File: src/design/mbps_pkg.sv
// Shared types and codes for the masked byte pattern search block.
// Used by mbps_cell and masked_byte_pattern_search_top; depends on nothing.
`default_nettype none

package mbps_pkg;

   localparam int BYTE_W = 8;
   localparam int GROUP_W = 8;

   localparam logic [1:0] OP_LOAD = 2'd0;
   localparam logic [1:0] OP_SCAN = 2'd1;
   localparam logic [1:0] OP_RESTART = 2'd2;

   typedef struct packed {
      logic scan;
      logic rotate;
      logic [BYTE_W-1:0] data;
      logic [BYTE_W-1:0] care;
   } cell_ctrl_type;

endpackage

`default_nettype wire

File: src/design/mbps_cell.sv
// One cell of the search row: a window byte, a pattern byte and its mask.
// Uses mbps_pkg for the control struct; instantiated by the top level.
`default_nettype none

module mbps_cell (
   input  wire logic                          clock,
   input  wire mbps_pkg::cell_ctrl_type       ctrl,
   input  wire logic                          load_sel,
   input  wire logic                          active,
   input  wire logic [mbps_pkg::BYTE_W-1:0]   win_in,
   input  wire logic [mbps_pkg::BYTE_W-1:0]   pat_in,
   input  wire logic [mbps_pkg::BYTE_W-1:0]   msk_in,
   output      logic [mbps_pkg::BYTE_W-1:0]   win_out,
   output      logic [mbps_pkg::BYTE_W-1:0]   pat_out,
   output      logic [mbps_pkg::BYTE_W-1:0]   msk_out,
   output      logic                          eq_out
);

   logic [mbps_pkg::BYTE_W-1:0] win_ff;
   logic [mbps_pkg::BYTE_W-1:0] pat_ff;
   logic [mbps_pkg::BYTE_W-1:0] msk_ff;
   logic                        eq_ff;
   logic                        eq_in;

   assign eq_in = (((win_in ^ pat_ff) & msk_ff) == '0) || !active;

   always_ff @(posedge clock) begin
      if (ctrl.scan) begin
         win_ff <= win_in;
         eq_ff  <= eq_in;
      end
      if (ctrl.rotate) begin
         pat_ff <= pat_in;
         msk_ff <= msk_in;
      end else if (load_sel) begin
         pat_ff <= ctrl.data;
         msk_ff <= ctrl.care;
      end
   end

   assign win_out = win_ff;
   assign pat_out = pat_ff;
   assign msk_out = msk_ff;
   assign eq_out  = eq_ff;

endmodule

`default_nettype wire

File: src/design/masked_byte_pattern_search_top.sv
// Masked byte pattern search: a row of mbps_cell instances, region tracking
// and a three-stage result pipeline. Depends on mbps_pkg and mbps_cell.
//
// Usage: words enter on the req_ channel (valid/stall) and carry an op code.
// A load word writes one pattern byte and its care mask, a restart word
// clears the current region, and a scan word shifts one stream byte into
// the window. Only scan words produce a result word on the rsp_ channel,
// in order. The csr_ port writes the pattern length.
// A scan word's result passes through the v1, v2 and v3 stages after it is
// accepted. One word is accepted per cycle while neither rsp_stall nor a
// realignment holds the input. Each cell registers its window byte compare
// in the accept cycle, eight-cell groups are reduced into group_ff, and
// the output register then takes the final match. After a length write the
// pattern row rotates one cell per cycle until aligned, holding req_stall high.
// When rsp_stall is high while a result waits, the whole pipeline holds and
// req_stall rises. Reset empties the pipeline, sets the length to one and
// starts a new region; pattern entries are undefined until loaded.
`default_nettype none

module masked_byte_pattern_search_top #(
   parameter int MAX_PATTERN = 64
) (
   input  wire logic        clock,
   input  wire logic        reset,
   input  wire logic        req_valid,
   output      logic        req_stall,
   input  wire logic [1:0]  req_op,
   input  wire logic [5:0]  req_entry_index,
   input  wire logic [7:0]  req_data_byte,
   input  wire logic [7:0]  req_care_mask,
   input  wire logic        req_last_byte,
   output      logic        rsp_valid,
   input  wire logic        rsp_stall,
   output      logic        rsp_match,
   output      logic [31:0] rsp_match_start,
   output      logic        rsp_region_done,
   output      logic        rsp_any_match,
   input  wire logic        csr_wr_en,
   input  wire logic [6:0]  csr_wr_data
);

   localparam int LW = $clog2(MAX_PATTERN + 1);
   localparam int IW = (MAX_PATTERN > 1) ? $clog2(MAX_PATTERN) : 1;
   localparam int NG = (MAX_PATTERN + mbps_pkg::GROUP_W - 1) / mbps_pkg::GROUP_W;
   localparam int BW = mbps_pkg::BYTE_W;

   logic [6:0]    len_ff;
   logic [LW-1:0] eff_len;
   logic [LW-1:0] rot_ff;
   logic [LW-1:0] rot_in;
   logic          rotating;

   logic [31:0]   pos_ff;
   logic [31:0]   pos_in;
   logic [LW-1:0] seen_ff;
   logic [LW-1:0] seen_in;
   logic [LW-1:0] seen_next;
   logic          first_ff;
   logic          first_in;

   logic          advance;
   logic          accept;
   logic          do_scan;
   logic          do_load;
   logic          do_restart;
   logic          load_ok;
   logic [31:0]   load_pos;
   logic [IW-1:0] load_tgt;

   logic          v1_ff, v2_ff, v3_ff;
   logic [31:0]   start1_ff, start2_ff;
   logic          ok1_ff, ok2_ff;
   logic          last1_ff, last2_ff;
   logic          first1_ff, first2_ff;
   logic [NG-1:0] group_ff;
   logic          found_ff;
   logic          hit;
   logic          any;

   logic [NG*mbps_pkg::GROUP_W-1:0] eq_pad;
   logic [MAX_PATTERN-1:0]          eq_vec;
   logic [MAX_PATTERN-1:0]          active_vec;
   logic [MAX_PATTERN-1:0]          load_vec;
   logic [BW-1:0] win [MAX_PATTERN];
   logic [BW-1:0] pat [MAX_PATTERN];
   logic [BW-1:0] msk [MAX_PATTERN];

   mbps_pkg::cell_ctrl_type ctrl;

   logic          match_ff;
   logic [31:0]   match_start_ff;
   logic          done_ff;
   logic          any_ff;

   always_comb begin
      if (len_ff == '0) begin
         eff_len = LW'(1);
      end else if (32'(len_ff) > 32'(MAX_PATTERN)) begin
         eff_len = LW'(MAX_PATTERN);
      end else begin
         eff_len = LW'(len_ff);
      end
   end

   assign rotating  = (rot_ff != eff_len);
   assign rot_in    = (rot_ff == LW'(MAX_PATTERN)) ? LW'(1) : rot_ff + LW'(1);
   assign advance   = !(v3_ff && rsp_stall);
   assign req_stall = !advance || rotating;
   assign accept    = req_valid && !req_stall;

   always_comb begin
      do_scan    = 1'b0;
      do_load    = 1'b0;
      do_restart = 1'b0;
      case (req_op)
         mbps_pkg::OP_LOAD:    do_load = accept;
         mbps_pkg::OP_SCAN:    do_scan = accept;
         mbps_pkg::OP_RESTART: do_restart = accept;
         default: ;
      endcase
   end

   // The cell at index k holds pattern entry (rot - 1 - k) modulo MAX_PATTERN.
   always_comb begin
      load_pos = 32'(rot_ff) - 32'd1 - 32'(req_entry_index);
      if (load_pos[31]) begin
         load_pos = load_pos + 32'(MAX_PATTERN);
      end
      load_tgt = load_pos[IW-1:0];
      load_ok  = do_load && (32'(req_entry_index) < 32'(MAX_PATTERN));
   end

   assign ctrl.scan   = do_scan;
   assign ctrl.rotate = rotating;
   assign ctrl.data   = req_data_byte;
   assign ctrl.care   = req_care_mask;

   for (genvar k = 0; k < MAX_PATTERN; k++) begin : g_cell
      assign active_vec[k] = (32'(k) < 32'(eff_len));
      assign load_vec[k]   = load_ok && (load_tgt == IW'(k));
      mbps_cell u_cell (
         .clock    (clock),
         .ctrl     (ctrl),
         .load_sel (load_vec[k]),
         .active   (active_vec[k]),
         .win_in   ((k == 0) ? req_data_byte : win[(k + MAX_PATTERN - 1) % MAX_PATTERN]),
         .pat_in   (pat[(k + MAX_PATTERN - 1) % MAX_PATTERN]),
         .msk_in   (msk[(k + MAX_PATTERN - 1) % MAX_PATTERN]),
         .win_out  (win[k]),
         .pat_out  (pat[k]),
         .msk_out  (msk[k]),
         .eq_out   (eq_vec[k])
      );
   end

   always_comb begin
      seen_next = (seen_ff == LW'(MAX_PATTERN)) ? seen_ff : seen_ff + LW'(1);
      pos_in    = pos_ff;
      seen_in   = seen_ff;
      first_in  = first_ff;
      if (do_restart || (do_scan && req_last_byte)) begin
         pos_in   = '0;
         seen_in  = '0;
         first_in = 1'b1;
      end else if (do_scan) begin
         pos_in   = (pos_ff == '1) ? pos_ff : pos_ff + 32'd1;
         seen_in  = seen_next;
         first_in = 1'b0;
      end
   end

   always_ff @(posedge clock) begin
      if (reset) begin
         len_ff   <= 7'd1;
         rot_ff   <= LW'(1);
         pos_ff   <= '0;
         seen_ff  <= '0;
         first_ff <= 1'b1;
      end else begin
         if (csr_wr_en) begin
            len_ff <= csr_wr_data;
         end
         if (rotating) begin
            rot_ff <= rot_in;
         end
         pos_ff   <= pos_in;
         seen_ff  <= seen_in;
         first_ff <= first_in;
      end
   end

   always_comb begin
      eq_pad = '1;
      eq_pad[MAX_PATTERN-1:0] = eq_vec;
   end

   assign hit = ok2_ff && (&group_ff);
   assign any = hit || (found_ff && !first2_ff);

   always_ff @(posedge clock) begin
      if (reset) begin
         v1_ff    <= 1'b0;
         v2_ff    <= 1'b0;
         v3_ff    <= 1'b0;
         found_ff <= 1'b0;
      end else if (advance) begin
         v1_ff <= do_scan;
         v2_ff <= v1_ff;
         v3_ff <= v2_ff;
         if (v2_ff) begin
            found_ff <= any;
         end
      end
   end

   always_ff @(posedge clock) begin
      if (advance) begin
         start1_ff <= pos_ff - (32'(eff_len) - 32'd1);
         ok1_ff    <= (seen_next >= eff_len);
         last1_ff  <= req_last_byte;
         first1_ff <= first_ff;
         start2_ff <= start1_ff;
         ok2_ff    <= ok1_ff;
         last2_ff  <= last1_ff;
         first2_ff <= first1_ff;
         for (int g = 0; g < NG; g++) begin
            group_ff[g] <= &eq_pad[g*mbps_pkg::GROUP_W +: mbps_pkg::GROUP_W];
         end
         match_ff       <= hit;
         match_start_ff <= hit ? start2_ff : 32'd0;
         done_ff        <= last2_ff;
         any_ff         <= any;
      end
   end

   assign rsp_valid       = v3_ff;
   assign rsp_match       = match_ff;
   assign rsp_match_start = match_start_ff;
   assign rsp_region_done = done_ff;
   assign rsp_any_match   = any_ff;

   a_match_implies_any: assert property (@(posedge clock) disable iff (reset)
      (rsp_valid && rsp_match) |-> rsp_any_match)
      else $error("match reported without any_match");

   a_start_zero: assert property (@(posedge clock) disable iff (reset)
      (rsp_valid && !rsp_match) |-> (rsp_match_start == 32'd0))
      else $error("match_start nonzero on a result without a match");

   a_rotate_stalls: assert property (@(posedge clock) disable iff (reset)
      rotating |-> (req_stall && !do_scan && !load_ok))
      else $error("input taken while the pattern row is realigning");

   a_reset_empty: assert property (@(posedge clock)
      reset |=> !rsp_valid)
      else $error("result valid right after reset");

endmodule

`default_nettype wire
File: config.mk
export PLATFORM = sky130hd
export DESIGN_NAME = masked_byte_pattern_search_top
export DESIGN_NICKNAME = d
export VERILOG_FILES = /design/src/design/mbps_pkg.sv /design/src/design/mbps_cell.sv /design/src/design/masked_byte_pattern_search_top.sv
export SDC_FILE = /design/constraint.sdc
export NUM_CORES = 2
export LEC_CHECK = 0
export BUFFER_PORTS_ARGS = -buffer_cell sky130_fd_sc_hd__buf_2
export CELL_PAD_IN_SITES_DETAIL_PLACEMENT = 1
export CELL_PAD_IN_SITES_GLOBAL_PLACEMENT = 2
export CORE_ASPECT_RATIO = 0.6
export CORE_MARGIN = 5
export CORE_UTILIZATION = 43
export CTS_CLUSTER_SIZE = 8
export DETAILED_ROUTE_END_ITERATION = 12
export MAX_ROUTING_LAYER = met4
export PLACE_DENSITY = 0.83
export SYNTH_ARGS = -nofsm -noshare
export SYNTH_HDL_FRONTEND = slang
export SYNTH_SLANG_ARGS = --single-unit
File: constraint.sdc
create_clock -name clock -period 12 [get_ports clock]
set_input_delay 1.2 -clock clock [delete_from_list [all_inputs] [get_ports clock]]
set_output_delay 1.2 -clock clock [all_outputs]
set_load 0.02 [all_outputs]
Yosys cells after proc, flatten, opt, wreduce, memory -nomap -nowiden
Cells that the tools add are included.
{"block": "totals", "reg_bits": 1763, "elab_cells": 1159}
{"block": "op_classes", "order_cmp": 66, "n_reduce_logical": 345, "add_sub_neg": 8, "n_bitwise": 130, "n_eq_ne": 69, "muxes": 264}
{"cell": "$mux 8", "count": 256}
{"cell": "$and 8x8->8", "count": 64}
{"cell": "$logic_not 8->1", "count": 64}
{"cell": "$xor 8x8->8", "count": 64}
{"cell": "$lt 6x7->1 const A", "count": 32}
{"cell": "$eq 6x6->1 const B", "count": 32}
{"cell": "$reduce_bool 2->1", "count": 64}
{"cell": "$lt 5x7->1 const A", "count": 16}
{"cell": "$eq 6x5->1 const B", "count": 16}
{"cell": "$reduce_and 8->1", "count": 9}
{"cell": "$logic_and 1x1->1", "count": 69}
{"cell": "$logic_or 1x1->1", "count": 67}
{"cell": "$logic_not 1->1", "count": 66}
{"cell": "$lt 4x7->1 const A", "count": 8}
{"cell": "$eq 6x4->1 const B", "count": 8}
{"cell": "$add 32x1->32 const B", "count": 1}
{"cell": "$eq 32x32->1 const B", "count": 1}
{"cell": "$sub 32x32->32", "count": 1}
{"cell": "$lt 3x7->1 const A", "count": 4}
{"cell": "$mux 7", "count": 4}
{"cell": "$eq 6x3->1 const B", "count": 4}
{"cell": "$sub 7x1->8 const B", "count": 2}
{"cell": "$add 7x1->7 const B", "count": 2}
{"cell": "$eq 7x7->1 const B", "count": 2}
{"cell": "19 further kinds", "count": 26}

Depth between registers and ports, before layout
{"block": "depth", "word_depth": 11, "depth_mapped": 16}

Modules after synthesis
From an unflattened synthesis, not the netlist that was laid out.
{"block": "hier_totals", "cells_unflattened": 4697, "hier_area_um2": 78235.0}
{"mod": "mbps_cell", "area_per_inst_um2": 1068.5, "seq_area_each_um2": 750.7, "cells_each": 57, "instances": 64}
{"mod": "masked_byte_pattern_search_top", "area_per_inst_um2": 9849.4, "seq_area_each_um2": 4554.4, "cells_each": 1049, "instances": 1}

Least setup slack after synthesis
OpenSTA, ideal clock, no wires.
{"block": "synth_path", "path_kind": "input to register", "from": "input rsp_stall", "to": "register pos_ff[2]", "t_arrival_ps": 11338, "t_required_ps": 11900, "setup_time_ps": 100, "path_stages": 10, "slack_ps": 562, "path_cell_list": "nand2_1 > and3_1 > buf_2 > nand2_1 > nor2_4 > nand2_1 > buf_2 > inv_2 > a21oi_1 > nor3_1"}
{"block": "synth_via", "elab_chain_cells": 8, "word_cells_on_any_way": 10, "classes_between": "mux (2); reduce/logical (8)"}
{"item": "from (decl)", "line": "masked_byte_pattern_search_top.sv:33", "rtl": "input wire logic rsp_stall,"}
{"item": "$logic_and 1x1->1 *", "line": "masked_byte_pattern_search_top.sv:107", "rtl": "assign advance = !(v3_ff && rsp_stall);"}
{"item": "$logic_or 1x1->1 *", "line": "masked_byte_pattern_search_top.sv:108", "rtl": "assign req_stall = !advance || rotating;"}
{"item": "$logic_not 1->1 *", "line": "masked_byte_pattern_search_top.sv:109", "rtl": "assign accept = req_valid && !req_stall;"}
{"item": "$logic_and 1x1->1 *", "line": "masked_byte_pattern_search_top.sv:109"}
{"item": "$mux 1 *", "line": "masked_byte_pattern_search_top.sv:115", "rtl": "case (req_op)"}
{"item": "net do_scan", "line": "masked_byte_pattern_search_top.sv:63", "rtl": "logic do_scan;"}
{"item": "$logic_and 1x1->1", "line": "masked_byte_pattern_search_top.sv:161", "rtl": "if (do_restart || (do_scan && req_last_byte)) begin"}
{"item": "$logic_or 1x1->1", "line": "masked_byte_pattern_search_top.sv:161"}
{"item": "$reduce_or 2->1 (no source line)"}
{"item": "to (signal assigned)", "line": "masked_byte_pattern_search_top.sv:186", "rtl": "pos_ff <= pos_in;"}
{"item": "to (decl)", "line": "masked_byte_pattern_search_top.sv:53", "rtl": "logic [31:0] pos_ff;"}
Mark *: on every way through the listed nets, which the timed path passes. The rest lies on a longest branch.
A chain may end at the register's enable or synchronous reset.

Final worst setup path
{"block": "layout_path", "from": "register len_ff[4]", "to": "register g_cell[7].u_cell.win_ff (netlist bit g_cell[7].u_cell.win_out[6]), enable pin"}
{"block": "layout_via", "elab_chain_cells": 8, "word_cells_on_any_way": 9, "classes_between": "order compare (1); eq/ne (1); mux (3); reduce/logical (4)"}
{"item": "from (decl)", "line": "masked_byte_pattern_search_top.sv:47", "rtl": "logic [6:0] len_ff;"}
{"item": "from (signal assigned)", "line": "masked_byte_pattern_search_top.sv:181", "rtl": "len_ff <= csr_wr_data;"}
{"item": "$gt 7x7->1", "line": "masked_byte_pattern_search_top.sv:98", "rtl": "end else if (32'(len_ff) > 32'(MAX_PATTERN)) begin"}
{"item": "$mux 7", "line": "masked_byte_pattern_search_top.sv:98"}
{"item": "$mux 7 *", "line": "masked_byte_pattern_search_top.sv:96", "rtl": "if (len_ff == '0) begin"}
{"item": "$ne 7x7->1 *", "line": "masked_byte_pattern_search_top.sv:105", "rtl": "assign rotating = (rot_ff != eff_len);"}
{"item": "$logic_or 1x1->1 *", "line": "masked_byte_pattern_search_top.sv:108"}
{"item": "$logic_not 1->1 *", "line": "masked_byte_pattern_search_top.sv:109"}
{"item": "$logic_and 1x1->1 *", "line": "masked_byte_pattern_search_top.sv:109"}
{"item": "$mux 1 *", "line": "masked_byte_pattern_search_top.sv:115"}
{"item": "net do_scan", "line": "masked_byte_pattern_search_top.sv:63"}
{"item": "to (signal assigned)", "line": "mbps_cell.sv:29", "rtl": "win_ff <= win_in;"}
{"item": "to (decl)", "line": "mbps_cell.sv:19", "rtl": "logic [mbps_pkg::BYTE_W-1:0] win_ff;"}
Marks and branches as above.

==> reports/results.txt <==
Setup repair after global routing left no endpoint under its margin. The leakage power came out at 0.03467 uW. The I/O pin total was 74. Dividing the detail-routed wire length by the instance count gives 30.72 um. The slowest cell on the critical path was sky130_fd_sc_hd__dfxtp_1. The tools report the sequential cell area fraction in the yosys report as 70.72%. Final hold analysis gives a worst-case slack of 417.1 ps. The run gives 6 as the number of detailed-route iterations in the first pass.

The Yosys step of the flow raised 0 warnings. The die is 331.4 um tall. The post-route DRC violation count was 0; the number of standard-cell rows in the floorplan was 118. The first global-routing pass estimated 324200 um of wire. TritonCTS created 246 clock buffers. The share of async-settable or async-resettable flops after synthesis came out at 0%. The tools report the final core utilization as 48.44%. The die area was 180900 um^2; the post-route clock period utilization was 45.15%. TritonCTS built the clock tree.

The overflow left after global routing was 0. The floorplan step defined a core boundary enclosing 171900 um^2. The die extent in x is 545.7 um. The flow ran to the end, but the final reports show violations. Post-CTS repair changed the size of 0 cells. Counting stages on the worst path, the most repeated cell is sky130_fd_sc_hd__buf_4. After synthesis the cells add up to 74040 um^2.

Among cell families on the critical path, the largest total delay comes from buffers and inverters. The unique cell type count in the Yosys netlist came out at 79. Startpoint type of the worst setup path: a flop. The count of mapped cells out of synthesis came out at 4779. The number of violations reported at the end of detailed-routing iteration 0 is 6252, and the accumulated negative setup slack is 0 ps. The final layout contains routed wiring with a total length of 223500 um. In this run the critical register-to-register path is launched from len_ff[4]. After synthesis the netlist holds a flip-flop and latch count of 1763. Counting both buffers and inverters, the worst setup path holds a total of 5.

After legalization and detailed placement, the total HPWL measured 146300 um. The worst hold path passes through 0 cells. Counting cells, the worst reg-to-reg path comes to 10.

The endpoint class of the critical path was a flop. The areal power density over the cells came out at 273.3 nW/um^2. The longest clock path from root to sink contains 4 buffers. At the later pin of the worst-skew pair, clock insertion delay measures 880 ps. The total routing usage reported by global routing was 24.81%. In this run the critical register-to-register path is captured at g_cell[7].u_cell.win_out[6]. The tools report the launching instance or port of the critical path as len_ff[4]. The tree built by TritonCTS fans out to 1763 sinks. The class of the worst hold path is flop to flop. The most critical setup path has its endpoint at g_cell[7].u_cell.win_out[6]. On the worst path, the slowest cell contributes a delay of 950 ps. The critical path runs through a total of 10 cells. Final period demand of the worst path: 5419 ps. Entering global routing, the biggest net connects 248 pins. The total of buffers placed on input and output ports is 73, and the number of hold violations in the final report is 0.

In this run the clock root is driven by a sky130_fd_sc_hd__clkbuf_16. The layout has 16480 filler cells. For the maximum clock skew at final layout, the log shows 54.28 ps. Setup slack on the worst reg-to-reg path comes out at 6580 ps. Along the worst path, the maximum fanout reaches 158. The worst path required time was 12470 ps.

Setup violations remaining at the end of the flow were counted as 0. The detailed router placed 44820 vias in this run. For the initial antenna violation count, the log shows 14. The number of buffers inserted for hold repair after clock tree synthesis is 0, and the signed area change from the synthesized netlist to the final layout is 12.43%. STA puts the critical path data arrival time at 5890 ps.

The logs give 0 for the buffers inserted during post-CTS setup optimization and 4 for the H-tree depth reported by CTS. The maximum clock frequency is 184.6 MHz, and the post-synthesis average cell area is 15.49 um^2. Cell area after layout: 83240 um^2. The critical path is of the flop to flop type. The clock transition at the registers of the reported paths is 50 ps, and the instance area after placement is 76720 um^2. For this run, the leading register cell type out of synthesis is sky130_fd_sc_hd__edfxtp_1. The net count reported at finish was 5028; the average via count per standard cell was 6.160.

The worst relative slew slack came out at 1.128%. Share of cells above drive strength 1: 9.523%. The measured slew at the worst slew-check pin is 1468 ps. The tools report the final weighted congestion in routability-driven placement as 0.8849. The count of pins over their slew limit was 0; the starting density of the core was 43.08%. Walking the worst path, the cells encountered are nor2_2 > a31oi_4 > a21oi_1 > o32ai_4 > buf_4 > nand2_1 > buf_4 > inv_8 > buf_4 > buf_12. The maximum vdd drop was 0.1644 mV.

In this run the remaining antenna-violating nets after routing total 0. The number of maximum-capacitance constraint violations was 1. The checks that failed: capacitance limit. Via count of the first global-routing pass: 44990. The synthesized design contains 1705 enable-type register cells.
[metrics by stage]
stage / worst slack (ps) / total power, uW / cells
floorplan: 561.6 / 14120 / 4802
global placement: 6337 / 16160 / 6971
detailed placement: 6229 / 16420 / 6971
CTS: 6655 / 22730 / 7268
global route: 6423 / 23640 / 7272
finish: 6581 / 22750 / 7276
[report_power, final]
group / switching (uW) / internal, uW
Clock: 2510 / 3650
Sequential: 1670 / 9610
Combinational: 3090 / 2210
[synth_stat cells (all sizes together), types with 5 or more instances]
master,number,share of area [%]
o31ai,7,0.071
a221oi,17,0.21
mux2i,8,0.11
a211oi,11,0.11
nor2,89,0.46
a21o,1042,11
inv,34,0.17
and4,6,0.071
o21ai,139,0.94
xor2,543,6.4
nand4,70,0.62
edfxtp,1705,69
a31oi,11,0.11
nor2b,12,0.10
nor3,22,0.15
nand3,47,0.32
a22o,15,0.18
ha,50,0.84
a22oi,226,2.3
and2,43,0.36
clkbuf,41,0.21
a21oi,62,0.42
a32o,14,0.19
or4,9,0.091
a41o,10,0.14
nand2,83,0.43
and3,34,0.29
o21bai,6,0.061
buf,244,1.9
or3,13,0.11
o211ai,6,0.061
nand2b,9,0.076
o21a,5,0.051
xnor2,41,0.49
nor4,9,0.13
dfxtp,58,1.6
[worst register-to-register path, stage by stage (launching register included)]
cell	delay, ps
sky130_fd_sc_hd__dfxtp_1	950
sky130_fd_sc_hd__nor2_2	170
sky130_fd_sc_hd__a31oi_4	260
sky130_fd_sc_hd__a21oi_1	140
sky130_fd_sc_hd__o32ai_4	220
sky130_fd_sc_hd__buf_4	530
sky130_fd_sc_hd__nand2_1	140
sky130_fd_sc_hd__buf_4	240
sky130_fd_sc_hd__inv_8	520
sky130_fd_sc_hd__buf_4	980
sky130_fd_sc_hd__buf_12	800
[cell type report]
cell class / count / area (um^2) / share of cell area [%]
inverters: 34 / 135.1 / 0.1623
flip-flops and latches: 1763 / 52360 / 62.90
repair buffers: 174 / 1174 / 1.410
clock inverters: 7 / 117.6 / 0.1413
multi-input cells: 2720 / 20200 / 24.27
diodes: 8 / 20.02 / 0.02405
clock buffers: 290 / 6385 / 7.670
well taps: 2280 / 2853 / 3.427
[worst min-delay path by stage]
stage,from,slack [ps],end
after floorplan,first1_ff,400,first2_ff
after global placement,last2_ff,400,rsp_region_done
after detailed placement,start1_ff[26],410,start2_ff[26]
after CTS,start1_ff[9],410,start2_ff[9]
after global routing,start1_ff[6],410,start2_ff[6]
final,start1_ff[30],420,start2_ff[30]
[per-layer routing]
metal | GRT usage, % | routed length, um | vias up
met5 | - | 0 | -
met1 | 38.44 | 103700 | 23520
li1 | - | - | 18570
met2 | 32.00 | 89610 | 2421
met4 | 6.087 | 5253 | 0
met3 | 6.530 | 24880 | 309
[placed cells by master (no fill, tap or decap), drive strengths merged, types with 50 or more instances in the layout]
master	instances
xor2	543
ha	50
nand4	70
dfxtp	58
edfxtp	1705
nand2	83
a22oi	226
a21oi	62
o21ai	139
nor2	89
buf	174
a21o	1042
clkbuf	290
[logic make-up (layout without fill, tap and decap cells)]
family          count (synthesis)  after routing  share of synthesized area, %
compound gates               1592           1592                         15.69
other cells                     1             32                      0.005065
xor+xnor                      584            584                         6.908
mux                             9              9                        0.1234
fa+ha+maj                      52             52                        0.8990
simple gates                  459            459                         3.365
flops                        1763           1763                         70.72
buf+inv                       319            505                         2.285
[state kept, by name, indices dropped and copies added, names as in the netlist, 7 cells and up]
name,flops
g_cell.u_cell.pat_out,512
g_cell.u_cell.eq_out,64
g_cell.u_cell.msk_out,512
start2_ff,32
group_ff,8
len_ff,7
seen_ff,7
pos_ff,32
rot_ff,7
rsp_match_start,32
g_cell.u_cell.win_out,504
start1_ff,32
No activity file was read; power rests on OpenSTA's default activity.
